File: config.mk
export PLATFORM = sky130hd
export DESIGN_NAME = round_robin_sleep_scheduler_flat
export DESIGN_NICKNAME = d
export VERILOG_FILES = /design/src/rtl/rrs_pkg.sv /design/src/rtl/rrs_if.sv /design/src/rtl/round_robin_sleep_scheduler.sv /design/src/flat_wrapper.sv
export SDC_FILE = /design/constraint.sdc
export NUM_CORES = 1
export LEC_CHECK = 0
export BUFFER_PORTS_ARGS = -buffer_cell sky130_fd_sc_hd__buf_2
export CORE_ASPECT_RATIO = 2
export CORE_MARGIN = 5
export CORE_UTILIZATION = 25
export CTS_CLUSTER_SIZE = 20
export DETAILED_ROUTE_END_ITERATION = 8
export PLACE_DENSITY = 0.4
export SETUP_SLACK_MARGIN = 0.05
export SYNTH_ARGS = -nofsm -noshare
export SYNTH_HDL_FRONTEND = slang
export SYNTH_SLANG_ARGS = --single-unit
File: constraint.sdc
create_clock -name clk -period 9 [get_ports clk]
set_clock_uncertainty 0.15 [all_clocks]
set_input_delay 1.8 -clock clk [delete_from_list [all_inputs] [get_ports clk]]
set_output_delay 1.8 -clock clk [all_outputs]
set_load 0.03 [all_outputs]
File: src/rtl/rrs_pkg.sv
// Shared constants and types of the round-robin sleep scheduler.
package rrs_pkg;

  localparam int SLOTS     = 16;
  localparam int IDX_W     = $clog2(SLOTS);
  localparam int CNT_W     = $clog2(SLOTS + 1);
  localparam int OP_W      = 2;
  localparam int SLOT_W    = 4;
  localparam int TIME_W    = 32;
  localparam int CHOSEN_W  = 4;
  localparam int STATUS_W  = 2;
  localparam int SSTAT_W   = 2;

  localparam logic [OP_W-1:0] OP_PICK  = 2'd0;
  localparam logic [OP_W-1:0] OP_ADMIT = 2'd1;
  localparam logic [OP_W-1:0] OP_SLEEP = 2'd2;
  localparam logic [OP_W-1:0] OP_EXIT  = 2'd3;

  localparam logic [SSTAT_W-1:0] SS_UNUSED   = 2'd0;
  localparam logic [SSTAT_W-1:0] SS_READY    = 2'd1;
  localparam logic [SSTAT_W-1:0] SS_RUNNING  = 2'd2;
  localparam logic [SSTAT_W-1:0] SS_SLEEPING = 2'd3;

  localparam logic [STATUS_W-1:0] RS_OK      = 2'd0;
  localparam logic [STATUS_W-1:0] RS_NO_FREE = 2'd1;
  localparam logic [STATUS_W-1:0] RS_HALT    = 2'd2;

  typedef enum logic [1:0] {
    ST_IDLE,
    ST_EXIT_CHK,
    ST_SCAN,
    ST_FIN
  } state_t;

endpackage

File: src/rtl/rrs_if.sv
// Valid/ready channel interfaces for the scheduler's request and result words.
interface rrs_in_if;
  logic                          valid;
  logic                          ready;
  logic [rrs_pkg::OP_W-1:0]      op;
  logic [rrs_pkg::SLOT_W-1:0]    slot;
  logic [rrs_pkg::TIME_W-1:0]    now;
  logic [rrs_pkg::TIME_W-1:0]    duration;

  modport source (output valid, op, slot, now, duration, input ready);
  modport sink (input valid, op, slot, now, duration, output ready);
endinterface

interface rrs_out_if;
  logic                          valid;
  logic                          ready;
  logic [rrs_pkg::CHOSEN_W-1:0]  chosen_slot;
  logic [rrs_pkg::STATUS_W-1:0]  status;

  modport source (output valid, chosen_slot, status, input ready);
  modport sink (input valid, chosen_slot, status, output ready);
endinterface

File: src/rtl/round_robin_sleep_scheduler.sv
// Top level of the round-robin sleep scheduler with its slot memories and sequencer.
//
// The block takes one request word at a time and returns one result word per request.
// Slot status, user-mode marks and wake times live in synchronous memories with one read
// port and one write port and a registered read. A scan issues one read per slot visited
// and checks each entry in the cycle after. A sleep goes from ST_IDLE to ST_FIN, and an
// exit in kernel mode from ST_IDLE through ST_EXIT_CHK to ST_FIN; ST_FIN then moves the
// result into the output register. A pick visits 1 to SLOTS slots before its scan stops,
// all SLOTS of them when nothing is ready. An admit visits at most SLOTS - 1 slots. An
// exit in user mode first reads the user-mode mark of the current slot in ST_EXIT_CHK,
// then scans like a pick. A finished result waits while the output register is still
// full. The next request word is accepted from the cycle after the result moves to the
// output register, even while that result still waits there.
module round_robin_sleep_scheduler (
  input  logic      clk,
  input  logic      rst_n,
  rrs_in_if.sink    in_ch,
  rrs_out_if.source out_ch
);

  rrs_pkg::state_t state_r, state_nxt;

  logic [rrs_pkg::SSTAT_W-1:0] stat_mem [rrs_pkg::SLOTS];
  logic                        usr_mem  [rrs_pkg::SLOTS];
  logic [rrs_pkg::TIME_W-1:0]  wake_mem [rrs_pkg::SLOTS];

  logic [rrs_pkg::SLOTS-1:0]   stat_vld_r, usr_vld_r;

  logic [rrs_pkg::IDX_W-1:0]   rd_addr, rd_addr_r, wr_addr;
  logic [rrs_pkg::SSTAT_W-1:0] stat_rd_r, stat_wd;
  logic                        usr_rd_r, usr_wd;
  logic [rrs_pkg::TIME_W-1:0]  wake_rd_r, wake_wd;
  logic                        stat_vld_rd_r, usr_vld_rd_r;
  logic                        stat_we, usr_we, wake_we;

  logic [rrs_pkg::IDX_W-1:0]   cur_r, cur_nxt;
  logic [rrs_pkg::IDX_W-1:0]   pos_r, pos_nxt;
  logic [rrs_pkg::CNT_W-1:0]   issue_cnt_r, issue_cnt_nxt;
  logic                        rd_live_r, rd_live_nxt;
  logic                        admit_r, admit_nxt;
  logic [rrs_pkg::TIME_W-1:0]  now_r, now_nxt;
  logic [rrs_pkg::IDX_W-1:0]   res_chosen_r, res_chosen_nxt;
  logic [rrs_pkg::STATUS_W-1:0] res_status_r, res_status_nxt;
  logic                        out_valid_r, out_valid_nxt;
  logic [rrs_pkg::CHOSEN_W-1:0] out_chosen_r, out_chosen_nxt;
  logic [rrs_pkg::STATUS_W-1:0] out_status_r, out_status_nxt;

  logic                        in_fire;
  logic [rrs_pkg::IDX_W:0]     cur_inc;
  logic [rrs_pkg::IDX_W-1:0]   scan_start;
  logic [rrs_pkg::IDX_W-1:0]   scan_addr;
  logic [rrs_pkg::CNT_W-1:0]   scan_limit;
  logic [rrs_pkg::SSTAT_W-1:0] eff_stat;
  logic                        eff_usr;
  logic                        hit;
  logic                        slot_ok;

  assign in_ch.ready        = (state_r == rrs_pkg::ST_IDLE);
  assign in_fire            = in_ch.valid && in_ch.ready;
  assign out_ch.valid       = out_valid_r;
  assign out_ch.chosen_slot = out_chosen_r;
  assign out_ch.status      = out_status_r;

  assign cur_inc    = {1'b0, cur_r} + 1'b1;
  assign scan_start = (32'(cur_inc) >= 32'(rrs_pkg::SLOTS)) ? rrs_pkg::IDX_W'(1)
                                                             : cur_inc[rrs_pkg::IDX_W-1:0];
  assign scan_addr  = (pos_r == '0) ? rrs_pkg::IDX_W'(1) : pos_r;
  assign scan_limit = admit_r ? rrs_pkg::CNT_W'(rrs_pkg::SLOTS - 1)
                              : rrs_pkg::CNT_W'(rrs_pkg::SLOTS);
  assign slot_ok    = (32'(in_ch.slot) < 32'(rrs_pkg::SLOTS));

  assign eff_stat = stat_vld_rd_r ? stat_rd_r
                  : ((rd_addr_r == '0) ? rrs_pkg::SS_RUNNING : rrs_pkg::SS_UNUSED);
  assign eff_usr  = usr_vld_rd_r && usr_rd_r;
  assign hit = admit_r ? (eff_stat == rrs_pkg::SS_UNUSED)
             : ((eff_stat == rrs_pkg::SS_READY) ||
                ((eff_stat == rrs_pkg::SS_SLEEPING) && (wake_rd_r <= now_r)));

  always_ff @(posedge clk) begin
    if (stat_we) begin
      stat_mem[wr_addr] <= stat_wd;
    end
    if (usr_we) begin
      usr_mem[wr_addr] <= usr_wd;
    end
    if (wake_we) begin
      wake_mem[wr_addr] <= wake_wd;
    end
    stat_rd_r <= stat_mem[rd_addr];
    usr_rd_r  <= usr_mem[rd_addr];
    wake_rd_r <= wake_mem[rd_addr];
    rd_addr_r <= rd_addr;
  end

  always_ff @(posedge clk) begin
    if (!rst_n) begin
      stat_vld_r    <= '0;
      usr_vld_r     <= '0;
      stat_vld_rd_r <= 1'b0;
      usr_vld_rd_r  <= 1'b0;
    end else begin
      stat_vld_rd_r <= stat_vld_r[rd_addr];
      usr_vld_rd_r  <= usr_vld_r[rd_addr];
      if (stat_we) begin
        stat_vld_r[wr_addr] <= 1'b1;
      end
      if (usr_we) begin
        usr_vld_r[wr_addr] <= 1'b1;
      end
    end
  end

  always_ff @(posedge clk) begin
    if (!rst_n) begin
      state_r     <= rrs_pkg::ST_IDLE;
      cur_r       <= '0;
      rd_live_r   <= 1'b0;
      out_valid_r <= 1'b0;
    end else begin
      state_r     <= state_nxt;
      cur_r       <= cur_nxt;
      rd_live_r   <= rd_live_nxt;
      out_valid_r <= out_valid_nxt;
    end
  end

  always_ff @(posedge clk) begin
    pos_r        <= pos_nxt;
    issue_cnt_r  <= issue_cnt_nxt;
    admit_r      <= admit_nxt;
    now_r        <= now_nxt;
    res_chosen_r <= res_chosen_nxt;
    res_status_r <= res_status_nxt;
    out_chosen_r <= out_chosen_nxt;
    out_status_r <= out_status_nxt;
  end

  always_comb begin
    state_nxt      = state_r;
    cur_nxt        = cur_r;
    pos_nxt        = pos_r;
    issue_cnt_nxt  = issue_cnt_r;
    rd_live_nxt    = 1'b0;
    admit_nxt      = admit_r;
    now_nxt        = now_r;
    res_chosen_nxt = res_chosen_r;
    res_status_nxt = res_status_r;
    out_valid_nxt  = out_valid_r && !out_ch.ready;
    out_chosen_nxt = out_chosen_r;
    out_status_nxt = out_status_r;
    rd_addr        = cur_r;
    wr_addr        = cur_r;
    stat_we        = 1'b0;
    usr_we         = 1'b0;
    wake_we        = 1'b0;
    stat_wd        = rrs_pkg::SS_UNUSED;
    usr_wd         = 1'b1;
    wake_wd        = in_ch.now + in_ch.duration;

    case (state_r)
      rrs_pkg::ST_IDLE: begin
        if (in_fire) begin
          now_nxt       = in_ch.now;
          pos_nxt       = scan_start;
          issue_cnt_nxt = '0;
          admit_nxt     = 1'b0;
          case (in_ch.op)
            rrs_pkg::OP_PICK: begin
              state_nxt = rrs_pkg::ST_SCAN;
            end
            rrs_pkg::OP_ADMIT: begin
              pos_nxt   = rrs_pkg::IDX_W'(1);
              admit_nxt = 1'b1;
              state_nxt = rrs_pkg::ST_SCAN;
            end
            rrs_pkg::OP_SLEEP: begin
              wr_addr        = rrs_pkg::IDX_W'(in_ch.slot);
              stat_we        = slot_ok;
              wake_we        = slot_ok;
              stat_wd        = rrs_pkg::SS_SLEEPING;
              res_chosen_nxt = cur_r;
              res_status_nxt = rrs_pkg::RS_OK;
              state_nxt      = rrs_pkg::ST_FIN;
            end
            default: begin
              state_nxt = rrs_pkg::ST_EXIT_CHK;
            end
          endcase
        end
      end

      rrs_pkg::ST_EXIT_CHK: begin
        if (eff_usr) begin
          stat_we   = 1'b1;
          stat_wd   = rrs_pkg::SS_UNUSED;
          state_nxt = rrs_pkg::ST_SCAN;
        end else begin
          res_chosen_nxt = cur_r;
          res_status_nxt = rrs_pkg::RS_HALT;
          state_nxt      = rrs_pkg::ST_FIN;
        end
      end

      rrs_pkg::ST_SCAN: begin
        if (rd_live_r && hit) begin
          wr_addr        = rd_addr_r;
          stat_we        = 1'b1;
          res_chosen_nxt = rd_addr_r;
          res_status_nxt = rrs_pkg::RS_OK;
          state_nxt      = rrs_pkg::ST_FIN;
          if (admit_r) begin
            stat_wd = rrs_pkg::SS_READY;
            usr_we  = 1'b1;
          end else begin
            stat_wd = rrs_pkg::SS_RUNNING;
            cur_nxt = rd_addr_r;
          end
        end else if (issue_cnt_r == scan_limit) begin
          res_chosen_nxt = '0;
          res_status_nxt = admit_r ? rrs_pkg::RS_NO_FREE : rrs_pkg::RS_OK;
          state_nxt      = rrs_pkg::ST_FIN;
        end else begin
          rd_addr       = scan_addr;
          rd_live_nxt   = 1'b1;
          issue_cnt_nxt = issue_cnt_r + 1'b1;
          pos_nxt       = (32'(pos_r) == rrs_pkg::SLOTS - 1) ? '0 : pos_r + 1'b1;
        end
      end

      rrs_pkg::ST_FIN: begin
        if (!out_valid_r || out_ch.ready) begin
          out_valid_nxt  = 1'b1;
          out_chosen_nxt = rrs_pkg::CHOSEN_W'(res_chosen_r);
          out_status_nxt = res_status_r;
          state_nxt      = rrs_pkg::ST_IDLE;
        end
      end

      default: begin
        state_nxt = rrs_pkg::ST_IDLE;
      end
    endcase
  end

endmodule

File: src/flat_wrapper.sv
// flat-port wrapper written by rule: the top's interface ports become plain ports
module round_robin_sleep_scheduler_flat 
  (clk, rst_n, in_ch_valid, in_ch_op, in_ch_slot, in_ch_now, in_ch_duration, in_ch_ready, out_ch_valid, out_ch_chosen_slot, out_ch_status, out_ch_ready);
  rrs_in_if in_ch_i ();
  rrs_out_if out_ch_i ();
  input  logic clk;
  input  logic rst_n;
  input wire logic [$bits(in_ch_i.valid)-1:0] in_ch_valid;
  input wire logic [$bits(in_ch_i.op)-1:0] in_ch_op;
  input wire logic [$bits(in_ch_i.slot)-1:0] in_ch_slot;
  input wire logic [$bits(in_ch_i.now)-1:0] in_ch_now;
  input wire logic [$bits(in_ch_i.duration)-1:0] in_ch_duration;
  output wire logic [$bits(in_ch_i.ready)-1:0] in_ch_ready;
  output wire logic [$bits(out_ch_i.valid)-1:0] out_ch_valid;
  output wire logic [$bits(out_ch_i.chosen_slot)-1:0] out_ch_chosen_slot;
  output wire logic [$bits(out_ch_i.status)-1:0] out_ch_status;
  input wire logic [$bits(out_ch_i.ready)-1:0] out_ch_ready;
  assign in_ch_i.valid = in_ch_valid;
  assign in_ch_i.op = in_ch_op;
  assign in_ch_i.slot = in_ch_slot;
  assign in_ch_i.now = in_ch_now;
  assign in_ch_i.duration = in_ch_duration;
  assign in_ch_ready = in_ch_i.ready;
  assign out_ch_valid = out_ch_i.valid;
  assign out_ch_chosen_slot = out_ch_i.chosen_slot;
  assign out_ch_status = out_ch_i.status;
  assign out_ch_i.ready = out_ch_ready;
  round_robin_sleep_scheduler u_core (.clk(clk), .rst_n(rst_n), .in_ch(in_ch_i), .out_ch(out_ch_i));
endmodule
; ---- After elaboration in Yosys (flattened, before gate mapping)
; Memory sizes are Yosys's and may differ from the RTL's. A register that Yosys moved wholly into a read port is not among the register bits.
; Cells that the tools add are included.
[totals]
latchBits = 0
mem_bits_rw = 544
out_inout_bits = 8
rom_bits = 0
register_bits = 101
input_bits = 74
mem_count = 2
[mem_list]
columns = memory, depth, width, rd, rd_ports_with_merged_regs, wr, line
row1 = u_core.wake_mem, 16, 32, 1, 1, 1, round_robin_sleep_scheduler.sv:25  ; logic [rrs_pkg::TIME_W-1:0] wake_mem [rrs_pkg::SLOTS];
row2 = u_core.stat_mem, 16, 2, 1, 1, 1, round_robin_sleep_scheduler.sv:23  ; logic [rrs_pkg::SSTAT_W-1:0] stat_mem [rrs_pkg::SLOTS];
[op_classes]
n_div = 0
shift = 0
add_sub_neg = 4
n_bitwise = 5
mul = 0
n_eq_ne = 16
n_reduce_logical = 25
magnitude_cmp = 5
n_mux = 71
[op_table]
columns = operator, count
row1 = $mux 4, 18
row2 = $add 32x32->32, 1
row3 = $le 32x32->1, 1
row4 = $or 16x16->16, 2
row5 = $mux 2, 15
row6 = $mux 1, 22
row7 = $mux 5, 4
row8 = $pmux 4 s2, 2
row9 = $pmux 4 s3, 1
row10 = $lt 4x5->1 const B, 2
row11 = $ne 2x2->1 const B, 5
row12 = $pmux 5 s2, 1
row13 = $bmux 1 s4, 2
row14 = $eq 2x2->1 const B, 4
row15 = $logic_not 4->1, 2
row16 = $pmux 2 s2, 2
row17 = $pmux 2 s4, 1
row18 = $eq 2x1->1 const B, 3
row19 = $logic_and 1x1->1, 6
row20 = $logic_not 2->1, 3
row21 = $pmux 2 s3, 1
row22 = $reduce_and 3->1, 2
row23 = $add 4x1->5 const B, 1
row24 = $add 5x1->5 const B, 1
row25 = 19 further kinds, 24

; ---- Depth between registers and ports, before layout
[logic_depth]
word_depth = 15
depth_mapped = 17

; ---- Least setup slack after synthesis
; No wires, ideal clock.
[synth_path]
kind = input to register
startpoint = input port in_ch_valid
endpoint = memory u_core.wake_mem[6][0] (netlist name), enable pin
path_stages = 10
setup_time_ns = 0.461
t_arrival_ns = 6.464
n_path_buf = 2
path_slack_ns = 1.924
cell_sequence = and2_1 -> and3b_1 -> clkbuf_1 -> nor2_1 -> a221oi_1 -> a21oi_1 -> a2bb2oi_1 -> or2_2 -> buf_2 -> nor3_1
[synth_between]
elab_chain_cells = 5
word_cells_on_any_way = 7
[synth_lines]
columns = item, line
row1 = from (decl), flat_wrapper.sv:8  ; input wire logic [$bits(in_ch_i.valid)-1:0] in_ch_valid;
row2 = $logic_and 1x1->1 *, round_robin_sleep_scheduler.sv:59  ; assign in_fire = in_ch.valid && in_ch.ready;
row3 = $mux 1, round_robin_sleep_scheduler.sv:162  ; if (in_fire) begin
row4 = $mux 1, round_robin_sleep_scheduler.sv:160  ; case (state_r)
row5 = $mux 1, round_robin_sleep_scheduler.sv:86  ; if (wake_we) begin
row6 = $mux 1 (implied by the code), round_robin_sleep_scheduler.sv:87  ; wake_mem[wr_addr] <= wake_wd;
row7 = to (decl), round_robin_sleep_scheduler.sv:25
; Every way passes the cells marked *; elsewhere a longest branch is shown, timed or not.

; ---- Worst setup path in the final report
[layout_path]
startpoint = input port in_ch_duration[1]
endpoint = memory u_core.wake_mem[5][31] (netlist name) (data pin)
[layout_between]
elab_chain_cells = 1
[layout_lines]
columns = item, line
row1 = from (decl), flat_wrapper.sv:12  ; input wire logic [$bits(in_ch_i.duration)-1:0] in_ch_duration;
row2 = $add 32x32->32, round_robin_sleep_scheduler.sv:158  ; wake_wd = in_ch.now + in_ch.duration;
row3 = "via u_core.wake_wd, one bit", round_robin_sleep_scheduler.sv:32  ; logic [rrs_pkg::TIME_W-1:0] wake_rd_r, wake_wd;
; The timed path passes the listed nets, and every way through them passes these cells.

==> reports/qor.yml <==
seq_area_frac_synth: 0.683
drt_wl_total_um: 89700
drtIter0Drc: 1265
min_period_over_period: 0.704
internal-power_uw: 5890
cts_made_buffers: 61
wl_per_cell_um: 23.3
endpoint_kind: "flip-flop"
post-place-cells: 3729
vdd_drop_max_mv: 0.223
arrival_ps: 6450
cp_data_required_time_ps: 9120
gp_congestion: 0.767
total_power_uw: 8760
cts_tree: "built"
setup_viol: 0
synth_area_per_cell_um2: 12.9
clk-insertion-delay-late_ps: 650
dieArea_um2: 122000
drc: 0
drv_slew: 0
hold_slack_ps: 272
first_pass_iters: 9
area_delta_synth_final_pct: 14.3
final_common_cell: "edfxtp_1"
synth_edf_count: 598
fmax_mhz: 158
core_um2: 114000
vias: 17800
power.share.combinational: 0.257
power_frac_clock: 0.297
r2r_start: "u_core.now_r[15]$_DFFE_PP_"
synthesis.area_um2: 28600
drive_above_1_share: 0.103
grt_pass1_vias: 18200
power_density_nw_per_um2: 268
layout.nets: 2434
worstHoldStart: "u_core.res_chosen_r[2]$_DFFE_PP_"
final_hold_viol_count: 0
worst_hold_path_type: "reg -> reg"
maxSlewHeadroom: 0.103
grt-ovfl-total: 0
io_pins: 82
power.leakage_uw: 0.0111
layout.cells.non_filler: 3844
setup_tns_ps: 0
ant_nets: 0
yosysUniqueCellTypes: 62
clockBufferDepth: 3
vias_per_cell: 4.64
grt_pass1_wl_um: 127000
ys_ff_latch: 678
dp_hpwl_um: 51600
switching_share: 0.328
cts.sinks: 678
cts.clk_slew.worst_paths_ps: 60
cp_max_fo: 16
ys.warnings.count: 0
syn_nets: 2363
async_flop_share: 0
max-cap-violations: 0
tightest_slew_ps: 1340
gr-usage-all-layers: 0.142
status: "completed"
seq_power_share: 0.446
layout_min_cycle_time_ps: 6330
syn_inst: 2217
switchingPower_uw: 2870
die_w_um: 249
synth_ff_type: "edfxtp_1"
cts_post_setup_buffers_inserted: 0
cts_hold_buf: 0
io_buffers: 81
row_count: 175
grt_max_degree: 143
h-tree-depth: 2
antenna_found_initial: 6
mostFrequentLayoutCells: "edfxtp_1, nand2_1, nand3_1, mux2i_1, buf_2"
worstSetupStartpointType: "input pin"
critPathKind: "in -> reg"
cts_root_buffer: "clkbuf_16"
start_util: 0.252
rsz0062_at_grt: "false"
cts_resized: 0
die-height_um: 488
cp-startpoint: "in_ch_duration[1]"
## layout make-up
type / count / area [µm²]
Sequential cell: 678 / 19600
Timing Repair Buffer: 117 / 701
Antenna cell: 3 / 7.51
Multi-Input combinational cell: 1372 / 8390
Fill cell: 11500 / 80900
Clock buffer: 81 / 1650
Tap cell: 1504 / 1880
Inverter: 58 / 229
Clock inverter: 31 / 275
## routing by layer
layer  vias to the layer above  track usage  share of wire
li1                       8243            -              -
met1                      8997        0.155           0.37
met2                       417        0.277           0.55
met3                       164       0.0179          0.037
met4                         6       0.0575          0.042
met5                         -            0        0.00049
## logic make-up (layout without fill, tap and decap cells)
kind of cell,count (synthesis),after routing,share of synthesized area
fa+ha+maj,72,72,0.0317
compound gates,176,176,0.0418
buf+inv,167,287,0.0284
other cells,0,3,0
simple gates,924,924,0.145
xor+xnor,34,34,0.0104
flops,678,678,0.683
mux,166,166,0.0594
## per-stage QoR
stage,utilization,cell area [µm²],setup WS (ps)
after floorplan,-,28600,1920
after global placement,0.271,30700,2050
after detailed placement,0.271,30700,2000
after CTS,0.288,32700,2680
after global routing,0.288,32700,2650
final,0.288,32700,2670
## synth_stat cells, types with 3 or more instances
cell type  count  area (µm²)
buf_6         15         169
o21ai_0       26         130
a21o_1        16         120
a211o_1        3        26.3
o41ai_1        5        43.8
nand2_1      447        1680
o22ai_1        4        25.0
and2_1         6        37.5
ha_1          71         888
and3_1         6        37.5
xor2_1         9        78.8
clkbuf_1      44         165
inv_1         54         203
a21oi_1       42         210
nor3_1        32         160
o211ai_1       5        37.5
nor2_1        54         203
buf_4          4        30.0
mux2i_1      163        1630
nor2b_1       16         100
edfxtp_1     598       18000
a211oi_1       3        22.5
nand2b_1       9        56.3
a31oi_1        8        50.1
mux2i_4        3        67.6
buf_2         45         225
nand3_1      291        1460
nor3b_1        4        30.0
or2_2          3        18.8
a31o_2         4        35.0
xnor2_1       25         219
nand4_1       44         275
o21bai_1       3        22.5
o21a_1        39         293
dfxtp_1       80        1600
## worst paths after layout
kind / end / slack, ps / depth (start not counted)
hold reg to reg: u_core.out_ch.chosen_slot[2]$_DFFE_PP_ / 270 / 0
hold / removal: u_core.out_ch.chosen_slot[2]$_DFFE_PP_ / 270 / 0
setup reg to reg: u_core.wake_rd_r[18]$_DFF_P_ / 3100 / 13
setup / recovery: u_core.wake_mem[5][31]$_DFFE_PP_ / 2670 / 13
## flip-flops by register name, summed over array words and instances, names as in the netlist, 2 cells and up
name                       count
u_core.wake_mem              512
u_core.now_r                  32
u_core.stat_mem               32
u_core.wake_rd_r              32
u_core.stat_vld_r             16
u_core.usr_vld_r              16
u_core.issue_cnt_r             5
u_core.cur_r                   4
u_core.out_ch.chosen_slot      4
u_core.pos_r                   4
u_core.rd_addr_r               4
u_core.res_chosen_r            4
u_core.out_ch.status           2
u_core.res_status_r            2
u_core.stat_rd_r               2
u_core.state_r                 2
## critical path: stages
cell       delay, ps
buf_2            110
ha_1             280
a21o_1           180
a21oi_1          220
nor2b_1          120
o2111ai_1        970
a31oi_1          420
o41a_1           570
a21o_1           220
or4_1            380
and3_1           210
a311oi_1         390
xnor2_1          550
## power groups by stage
stage | logic [µW] | registers (µW) | clock network (µW)
after floorplan | 1510 | 3930 | 0
after global placement | 2280 | 3970 | 0
after detailed placement | 2310 | 3980 | 0
after CTS | 2310 | 3910 | 2690
after global routing | 2490 | 3920 | 2800
final | 2250 | 3910 | 2600
Power figures use the tool's default switching activity.
